### src/hdl/acp_pkg.sv
// Shared types and constants of the escape sequence command parser.
package acp_pkg;

    // Default width of each CSI parameter
    localparam int unsigned PARAM_BITS_DEF = 16;

    // Command codes on the result stream
    localparam logic [2:0] CMD_PUT_CHAR   = 3'd0;
    localparam logic [2:0] CMD_SET_CURSOR = 3'd1;
    localparam logic [2:0] CMD_MOVE       = 3'd2;
    localparam logic [2:0] CMD_CLEAR_HOME = 3'd3;
    localparam logic [2:0] CMD_CLEAR_EOS  = 3'd4;
    localparam logic [2:0] CMD_CLEAR_EOL  = 3'd5;

    // Characters the parser reacts to
    localparam logic [7:0] CH_ESC  = 8'h1B;
    localparam logic [7:0] CH_LBR  = 8'h5B; // '['
    localparam logic [7:0] CH_SEMI = 8'h3B; // ';'
    localparam logic [7:0] CH_0    = 8'h30;
    localparam logic [7:0] CH_9    = 8'h39;
    localparam logic [7:0] CH_UP   = 8'h41; // 'A'
    localparam logic [7:0] CH_DOWN = 8'h42; // 'B'
    localparam logic [7:0] CH_FWD  = 8'h43; // 'C'
    localparam logic [7:0] CH_BACK = 8'h44; // 'D'
    localparam logic [7:0] CH_H    = 8'h48;
    localparam logic [7:0] CH_J    = 8'h4A;
    localparam logic [7:0] CH_K    = 8'h4B;

    // Output packing on tdata
    localparam int unsigned OUT_DATA_BITS = 48;

    // One parser step result
    typedef struct packed {
        logic               valid;
        logic [2:0]         command;
        logic [7:0]         char_code;
        logic signed [16:0] x_value;
        logic signed [16:0] y_value;
    } t_result;

endpackage

### src/hdl/acp_core.sv
// Parser state and the per-byte decode of the escape sequence command parser.
module acp_core
    import acp_pkg::*;
#(
    parameter int unsigned PARAM_BITS = PARAM_BITS_DEF
) (
    input  logic       i_clk,
    input  logic       i_rst_n,
    input  logic       i_step,   // consume i_byte this cycle
    input  logic [7:0] i_byte,
    output t_result    o_res
);

    localparam int unsigned WIDE_BITS = (PARAM_BITS > 17) ? PARAM_BITS : 17;
    localparam int unsigned ACC_BITS  = PARAM_BITS + 4;
    localparam logic [PARAM_BITS-1:0] PARAM_MAX = {PARAM_BITS{1'b1}};
    localparam logic [PARAM_BITS-1:0] PARAM_ONE = PARAM_BITS'(1);
    localparam logic [PARAM_BITS-1:0] PARAM_TWO = PARAM_BITS'(2);

    typedef enum logic [1:0] {
        PH_PLAIN = 2'd0,
        PH_ESC   = 2'd1,
        PH_CSI   = 2'd2
    } t_phase;

    t_phase                r_phase, n_phase;
    logic [PARAM_BITS-1:0] r_first, n_first;
    logic [PARAM_BITS-1:0] r_second, n_second;
    logic                  r_sel, n_sel;

    logic [PARAM_BITS-1:0] sel_val;
    logic [PARAM_BITS-1:0] sel_fix;
    logic [PARAM_BITS-1:0] first_eff;
    logic [PARAM_BITS-1:0] second_h;
    logic [7:0]            digit_diff;
    logic [ACC_BITS-1:0]   acc_sum;
    logic [PARAM_BITS-1:0] acc_sat;
    logic [WIDE_BITS-1:0]  first_w;
    logic [WIDE_BITS-1:0]  second_w;
    logic signed [16:0]    first17;
    logic signed [16:0]    second17;

    // Parameter fix-ups and decimal accumulation
    always_comb begin
        sel_val    = r_sel ? r_second : r_first;
        sel_fix    = (sel_val == '0) ? PARAM_ONE : sel_val;
        first_eff  = r_sel ? r_first : sel_fix;
        second_h   = (r_second == '0) ? PARAM_ONE : r_second;
        digit_diff = i_byte - CH_0;
        // x*10 + digit as two shifts and adds
        acc_sum    = (ACC_BITS'(sel_val) << 3) + (ACC_BITS'(sel_val) << 1)
                   + ACC_BITS'(digit_diff[3:0]);
        acc_sat    = (acc_sum > ACC_BITS'(PARAM_MAX)) ? PARAM_MAX
                                                      : acc_sum[PARAM_BITS-1:0];
        first_w    = WIDE_BITS'(first_eff);
        second_w   = WIDE_BITS'(second_h);
        first17    = first_w[16:0];
        second17   = second_w[16:0];
    end

    // Next state and result for the current byte
    always_comb begin
        n_phase  = r_phase;
        n_first  = r_first;
        n_second = r_second;
        n_sel    = r_sel;
        o_res    = '0;
        case (r_phase)
            PH_ESC: begin
                if (i_byte == CH_LBR) begin
                    n_phase = PH_CSI;
                end else begin
                    n_phase         = PH_PLAIN;
                    o_res.valid     = 1'b1;
                    o_res.command   = CMD_PUT_CHAR;
                    o_res.char_code = i_byte;
                end
            end
            PH_CSI: begin
                if (i_byte inside {[CH_0:CH_9]}) begin
                    if (r_sel) n_second = acc_sat;
                    else       n_first  = acc_sat;
                end else begin
                    if (r_sel) n_second = sel_fix;
                    else       n_first  = sel_fix;
                    n_phase = PH_PLAIN;
                    if (i_byte == CH_SEMI) begin
                        if (!r_sel) begin
                            n_sel   = 1'b1;
                            n_phase = PH_CSI;
                        end
                    end else begin
                        o_res.valid = 1'b1;
                        case (i_byte)
                            CH_H: begin
                                n_second      = second_h;
                                o_res.command = CMD_SET_CURSOR;
                                o_res.x_value = second17 - 17'sd1;
                                o_res.y_value = first17 - 17'sd1;
                            end
                            CH_UP: begin
                                o_res.command = CMD_MOVE;
                                o_res.y_value = -first17;
                            end
                            CH_DOWN: begin
                                o_res.command = CMD_MOVE;
                                o_res.y_value = first17;
                            end
                            CH_FWD: begin
                                o_res.command = CMD_MOVE;
                                o_res.x_value = first17;
                            end
                            CH_BACK: begin
                                o_res.command = CMD_MOVE;
                                o_res.x_value = -first17;
                            end
                            CH_J: begin
                                if (first_eff == PARAM_TWO) begin
                                    o_res.command = CMD_CLEAR_HOME;
                                end else if (first_eff == PARAM_ONE) begin
                                    o_res.command = CMD_CLEAR_EOS;
                                end else begin
                                    o_res.valid = 1'b0;
                                end
                            end
                            CH_K: begin
                                o_res.command = CMD_CLEAR_EOL;
                            end
                            default: begin
                                o_res.command   = CMD_PUT_CHAR;
                                o_res.char_code = i_byte;
                            end
                        endcase
                    end
                end
            end
            default: begin
                // plain text; the unused code behaves the same
                n_phase = PH_PLAIN;
                if (i_byte == CH_ESC) begin
                    n_phase  = PH_ESC;
                    n_first  = '0;
                    n_second = '0;
                    n_sel    = 1'b0;
                end else begin
                    o_res.valid     = 1'b1;
                    o_res.command   = CMD_PUT_CHAR;
                    o_res.char_code = i_byte;
                end
            end
        endcase
    end

    // Parser state
    always_ff @(posedge i_clk) begin
        if (!i_rst_n) begin
            r_phase  <= PH_PLAIN;
            r_first  <= '0;
            r_second <= '0;
            r_sel    <= 1'b0;
        end else if (i_step) begin
            r_phase  <= n_phase;
            r_first  <= n_first;
            r_second <= n_second;
            r_sel    <= n_sel;
        end
    end

endmodule

### src/hdl/ansi_escape_command_parser.sv
// Top level of the escape sequence command parser: stream ports and registers.
// Takes one console byte per request and turns plain text and ESC[ sequences
// into display commands (put char, set cursor, move, clear and home, clear to
// end of screen, clear to end of line), at most one command per byte. A byte
// is taken every cycle while the result side keeps up; each byte passes an
// input register and the decode, and its command is then written into the
// result register when that register is free or emptying. The rate is one
// byte per cycle while the result side keeps up, as the parser state updates per byte.
// Bytes that end in no command (ESC, '[', digits, ';', unknown J) produce
// nothing on the output.
module ansi_escape_command_parser
    import acp_pkg::*;
#(
    parameter int unsigned PARAM_BITS = PARAM_BITS_DEF
) (
    input  logic        i_clk,
    input  logic        i_rst_n,
    input  logic        i_s_tvalid,
    output logic        o_s_tready,
    input  logic [7:0]  i_s_tdata,  // [7:0] byte_in
    output logic        o_m_tvalid,
    input  logic        i_m_tready,
    // [2:0] command, [10:3] char_code, [27:11] x_value, [44:28] y_value,
    // [47:45] zero
    output logic [OUT_DATA_BITS-1:0] o_m_tdata
);

    logic               r_in_valid;
    logic [7:0]         r_in_byte;
    logic               r_out_valid;
    logic [2:0]         r_command;
    logic [7:0]         r_char_code;
    logic signed [16:0] r_x_value;
    logic signed [16:0] r_y_value;

    logic    advance;
    logic    in_take;
    t_result step_res;

    // Handshake: decode moves on when the result register is free or emptying
    assign advance    = r_in_valid && (!r_out_valid || i_m_tready);
    assign o_s_tready = !r_in_valid || advance;
    assign in_take    = i_s_tvalid && o_s_tready;

    acp_core #(
        .PARAM_BITS(PARAM_BITS)
    ) u_core (
        .i_clk   (i_clk),
        .i_rst_n (i_rst_n),
        .i_step  (advance),
        .i_byte  (r_in_byte),
        .o_res   (step_res)
    );

    // Valid flags
    always_ff @(posedge i_clk) begin
        if (!i_rst_n) begin
            r_in_valid  <= 1'b0;
            r_out_valid <= 1'b0;
        end else begin
            if (in_take) r_in_valid <= 1'b1;
            else if (advance) r_in_valid <= 1'b0;

            if (advance) r_out_valid <= step_res.valid;
            else if (i_m_tready) r_out_valid <= 1'b0;
        end
    end

    // Payload registers
    always_ff @(posedge i_clk) begin
        if (in_take) begin
            r_in_byte <= i_s_tdata;
        end
        if (advance && step_res.valid) begin
            r_command   <= step_res.command;
            r_char_code <= step_res.char_code;
            r_x_value   <= step_res.x_value;
            r_y_value   <= step_res.y_value;
        end
    end

    assign o_m_tvalid = r_out_valid;
    assign o_m_tdata  = {3'b000, r_y_value, r_x_value, r_char_code, r_command};

endmodule

### config.mk
export PLATFORM = sky130hd
export DESIGN_NAME = ansi_escape_command_parser
export DESIGN_NICKNAME = d
export VERILOG_FILES = /design/src/hdl/acp_pkg.sv /design/src/hdl/acp_core.sv /design/src/hdl/ansi_escape_command_parser.sv
export SDC_FILE = /design/constraint.sdc
export NUM_CORES = 1
export LEC_CHECK = 0
export ABC_AREA = 1
export BUFFER_PORTS_ARGS = -buffer_cell sky130_fd_sc_hd__buf_2
export CORE_MARGIN = 2
export CORE_UTILIZATION = 50
export CTS_CLUSTER_SIZE = 24
export DETAILED_ROUTE_END_ITERATION = 10
export GPL_TIMING_DRIVEN = 0
export PLACE_DENSITY_LB_ADDON = 0.08
export SLEW_MARGIN = 30
export SYNTH_ARGS = -nofsm -noshare
export SYNTH_HDL_FRONTEND = slang
export SYNTH_SLANG_ARGS = --single-unit
### constraint.sdc
create_clock -name i_clk -period 4.5 [get_ports i_clk]
set_input_delay 0 -clock i_clk [delete_from_list [all_inputs] [get_ports i_clk]]
set_output_delay 0 -clock i_clk [all_outputs]
set_load 0.005 [all_outputs]
==> impl_metrics.csv <==
group,metric,value,unit
worst_hold_path,holdPathStages,2,
sta,unrepaired_setup_endpoints_after_global_routing,"false",
global_routing,grtUsageTotal,26.6,%
global_routing,grt_antenna_before_repair,0,
final_layout,area.growth.synth_to_final,14.3,%
synthesis,synthDominantCellAreaShare,23.6,%
die,die_w,120,um
cts,cts_setup_buffers,0,
place,hpwl,14500,um
die,floorplan.core_area,0.0132,mm2
synthesis,synth-edff-count,53,
sta,finalWorstPathRequiredPeriod,4000,ps
worst_setup_path,timing.critical_path.from_type,"flop",
route,detailroute.wirelength.met2,8060,um
synthesis,syn_avg_cell_area,6.88,um2
route,via_per_inst,5.20,
synthesis,ys_ff_latch,90,
global_routing,wire_length_of_the_first_global_routing_pass,30100,um
final_layout,finish.net_count,1116,
sta,finalMaxSlewViolations,0,
worst_setup_path,rrSetupSlack,500,ps
cts,cts_max_path_buffers,2,
sta,timing.fmax,0.250,GHz
worst_setup_path,crit_path_max_fanout,10,
worst_setup_path,worst_setup_path_end_kind,"flop",
sta,report.final.setup_viol,0,
synthesis,postSynthCellCount,982,
run,drv.max_cap_violation_count,0,
route,detailedRoute.firstIterationViolations,564,
sta,tightestPinTransition,788,ps
die,design.die.area,0.0145,mm2
cts,cts-buffers-inserted,9,
sta,fin_skew,9.37,ps
synthesis,synthDistinctLibCells,49,
route,drt-met1-wl,8910,um
worst_setup_path,reg2reg_depth,18,
global_routing,grt_start_max_net_pins,34,
global_routing,gr-total-overflow,0,
pwr,intPower,0.00144,W
worst_hold_path,hp-class,"in2reg",
worst_setup_path,worst_ep_arrival_time,4210,ps
cts,cts.htree.levels,3,
pwr,p_sw_share,23.4,%
pwr,p_per_area,244,mW/mm2
sta,final.setup.tns,0,ps
pwr,power.leakage,3.54,nW
pwr,p_comb_share,8.9,%
sta,timing.max_slew.rel_slack,47.2,%
place,place.gp.congestion,0.953,
pwr,totalPowerFinal,0.00188,W
place,dp_cells,1219,
route,routed_via_count,6480,
die,std_cell_rows,42,
worst_setup_path,cp_data_required_time,4710,ps
outcome,outcome,"completed",
route,detail_route.wirelength,18500,um
cts,tritoncts_clock_tree,"yes",
pwr,ir_worst_vdd,0.182,mV
route,detailedRoute.firstPassIterationCount,7,
cts,holdBufCountCts,11,
route,met3RoutedLength,915,um
die,die_h,120,um
cts,clock_insertion_delay_worst_skew,350,ps
synthesis,syn_area,0.00675,mm2
cts,cts_num_sinks,90,
global_routing,grt_pass1_vias,5874,
place,dpl-instance-area,0.00729,mm2
synthesis,yosys_most_used_dff,"sky130_fd_sc_hd__edfxtp_1",
sta,finalCritPeriodShare,89.0,%
cts,postCtsResizedCells,0,
place,io_buffer_count,58,
route,drc_errors,0,
die,floorplan.io_pins,62,
sta,timing_hold_violations_final,0,
route,top_layer_used,"met4",
worst_setup_path,worst-setup-path-type,"reg2reg",
synthesis,async_reset_ff_share,0,%
route,antenna_left,0,
die,floorplan.initialDensity,51.0,%
synthesis,post_synth_main_area_contributors,"sky130_fd_sc_hd__edfxtp_1, sky130_fd_sc_hd__nand2_1, sky130_fd_sc_hd__dfxtp_1",
cts,clkTransAtPathRegs,70,ps
route,drt-wirelength-per-cell,14.9,um
final_layout,instances_no_fill,1246,
cts,cts_root_cell,"sky130_fd_sc_hd__clkbuf_16",
final_layout,n_fill_cell,1325,
pwr,power.switching,0.000441,W
pwr,seq_power_share,48.4,%
final_layout,layout-drive-gt1-share,12.1,%
final_layout,finalCoreUtilization,58.3,%
synthesis,synth_warnings,0,
synthesis,netlist.top_cell.by_area,"sky130_fd_sc_hd__edfxtp_1",
final_layout,diodes,0,
synthesis,sequential_area_share_after_synthesis,34.5,%
pwr,power.share.clock,42.7,%
final_layout,stdcell_area,0.00772,mm2
==> registers in the layout, indices dropped and copies added (netlist names) <==
register         cells
u_core.r_phase       2
r_command            3
r_char_code          8
r_in_valid           1
r_y_value           17
r_x_value           17
r_in_byte            8
u_core.r_first      16
o_m_tvalid           1
u_core.r_second     16
u_core.r_sel         1
==> worst paths after layout <==
kind | from | end
max | u_core.r_sel | u_core.r_second[12]
min | i_s_tdata[6] | r_in_byte[6]
max reg2reg | u_core.r_sel | u_core.r_second[12]
min reg2reg | u_core.r_first[0] | u_core.r_first[0]
==> kinds of logic (layout without fill, tap and decap cells) <==
| kind of cell | after synthesis | count (layout) | synth area share (%) |
|---|---|---|---|
| and+or+nand+nor | 520 | 520 | 32.8 |
| other | 1 | 3 | 0.0555 |
| DFF | 90 | 90 | 34.5 |
| xor gates and xnor gates | 17 | 17 | 2.20 |
| adders and majority gates | 39 | 39 | 7.45 |
| AOI/OAI and AO/OA | 157 | 157 | 13.4 |
| buffers and inverters | 158 | 244 | 9.58 |
==> per-layer routing <==
metal	global-route usage, %	vias to the layer above
li1	-	3408
met1	38.0	2846
met2	40.7	187
met3	3.21	39
met4	11.3	0
met5	0	-
==> power by group through the flow <==
stage,Sequential (W),Combinational (W),Clock (W)
2_1_floorplan,0.000931,0.0000986,0
3_3_place_gp,0.000930,0.000155,0
3_5_place_dp,0.000929,0.000159,0
4_1_cts,0.000911,0.000167,0.000815
5_1_grt,0.000913,0.000187,0.000852
6_report,0.000911,0.000168,0.000805
==> per-stage QoR <==
stage / hold WS (ps) / worst slack [ps]
finish: 357 / 497
global route: 360 / 151
CTS: 346 / 512
detailed placement: 178 / 556
global placement: 177 / 251
floorplan: 98.9 / 1160
==> worst max-delay path, stage by stage, from the launching register on <==
cell and delay (ps):
sky130_fd_sc_hd__dfxtp_1 300, sky130_fd_sc_hd__buf_4 160, sky130_fd_sc_hd__buf_6 140, sky130_fd_sc_hd__o21ai_0 510
sky130_fd_sc_hd__fa_1 570, sky130_fd_sc_hd__fa_1 500, sky130_fd_sc_hd__nand3_1 110, sky130_fd_sc_hd__nand2_1 100
sky130_fd_sc_hd__nand3_1 90, sky130_fd_sc_hd__nand2_1 130, sky130_fd_sc_hd__nand3_1 120, sky130_fd_sc_hd__nand2_1 60
sky130_fd_sc_hd__nand2_1 60, sky130_fd_sc_hd__nand2_1 50, sky130_fd_sc_hd__nor2_2 350, sky130_fd_sc_hd__buf_2 290
sky130_fd_sc_hd__nand3_1 160, sky130_fd_sc_hd__nand2_1 90, sky130_fd_sc_hd__a21oi_1 60
==> cell usage after synthesis (3+ instances only) <==
library cell,count
sky130_fd_sc_hd__edfxtp_1,53
sky130_fd_sc_hd__o211ai_1,6
sky130_fd_sc_hd__nor3_1,16
sky130_fd_sc_hd__a31oi_1,8
sky130_fd_sc_hd__inv_2,9
sky130_fd_sc_hd__o221ai_1,4
sky130_fd_sc_hd__buf_6,3
sky130_fd_sc_hd__a221oi_1,4
sky130_fd_sc_hd__a21o_1,3
sky130_fd_sc_hd__o21ai_0,29
sky130_fd_sc_hd__o21ai_1,4
sky130_fd_sc_hd__a211oi_1,4
sky130_fd_sc_hd__nand3_1,83
sky130_fd_sc_hd__buf_2,13
sky130_fd_sc_hd__ha_1,37
sky130_fd_sc_hd__xor2_1,15
sky130_fd_sc_hd__nand4_1,8
sky130_fd_sc_hd__nand2_1,248
sky130_fd_sc_hd__dfxtp_1,37
sky130_fd_sc_hd__buf_4,4
sky130_fd_sc_hd__nor2_1,140
sky130_fd_sc_hd__nand3_2,4
sky130_fd_sc_hd__a21oi_1,85
sky130_fd_sc_hd__nor3_2,4
sky130_fd_sc_hd__inv_1,109
sky130_fd_sc_hd__nor2_2,5
sky130_fd_sc_hd__clkbuf_1,18
==> cells in the final DEF, fill, tap and decap left out, drive strengths merged <==
master	instances
nand2	250
nor2	147
inv	118
a21oi	87
nand3	87
buf	80
edfxtp	53
ha	37
dfxtp	37
o21ai	35
clkbuf	27
nor3	20
xor2	15
dlygate4sd3	11
nand4	8
a31oi	8
o211ai	6
clkinv	5
a211oi	4
a221oi	4
o221ai	4
a21o	3
conb	3
or2	2
o21bai	2
xnor2	2
o22ai	2
fa	2
bufinv	2
and2	2
nor4	2
o221a	1
o21a	1
nand3b	1
and3	1
clkinvlp	1
==> final cells by class <==
| cell class | instances | area [um2] | area share (%) |
|---|---|---|---|
| multi-input combinational | 736 | 3780 | 49.0 |
| sequential | 90 | 2330 | 30.2 |
| inverter | 119 | 447 | 5.79 |
| timing repair buffer | 70 | 420 | 5.44 |
| clock buffer | 9 | 225 | 2.92 |
| tap | 176 | 220 | 2.85 |
| buffer | 39 | 200 | 2.59 |
| clock inverter | 7 | 93.8 | 1.22 |
Note: power is estimated with default switching activity, not from simulation.
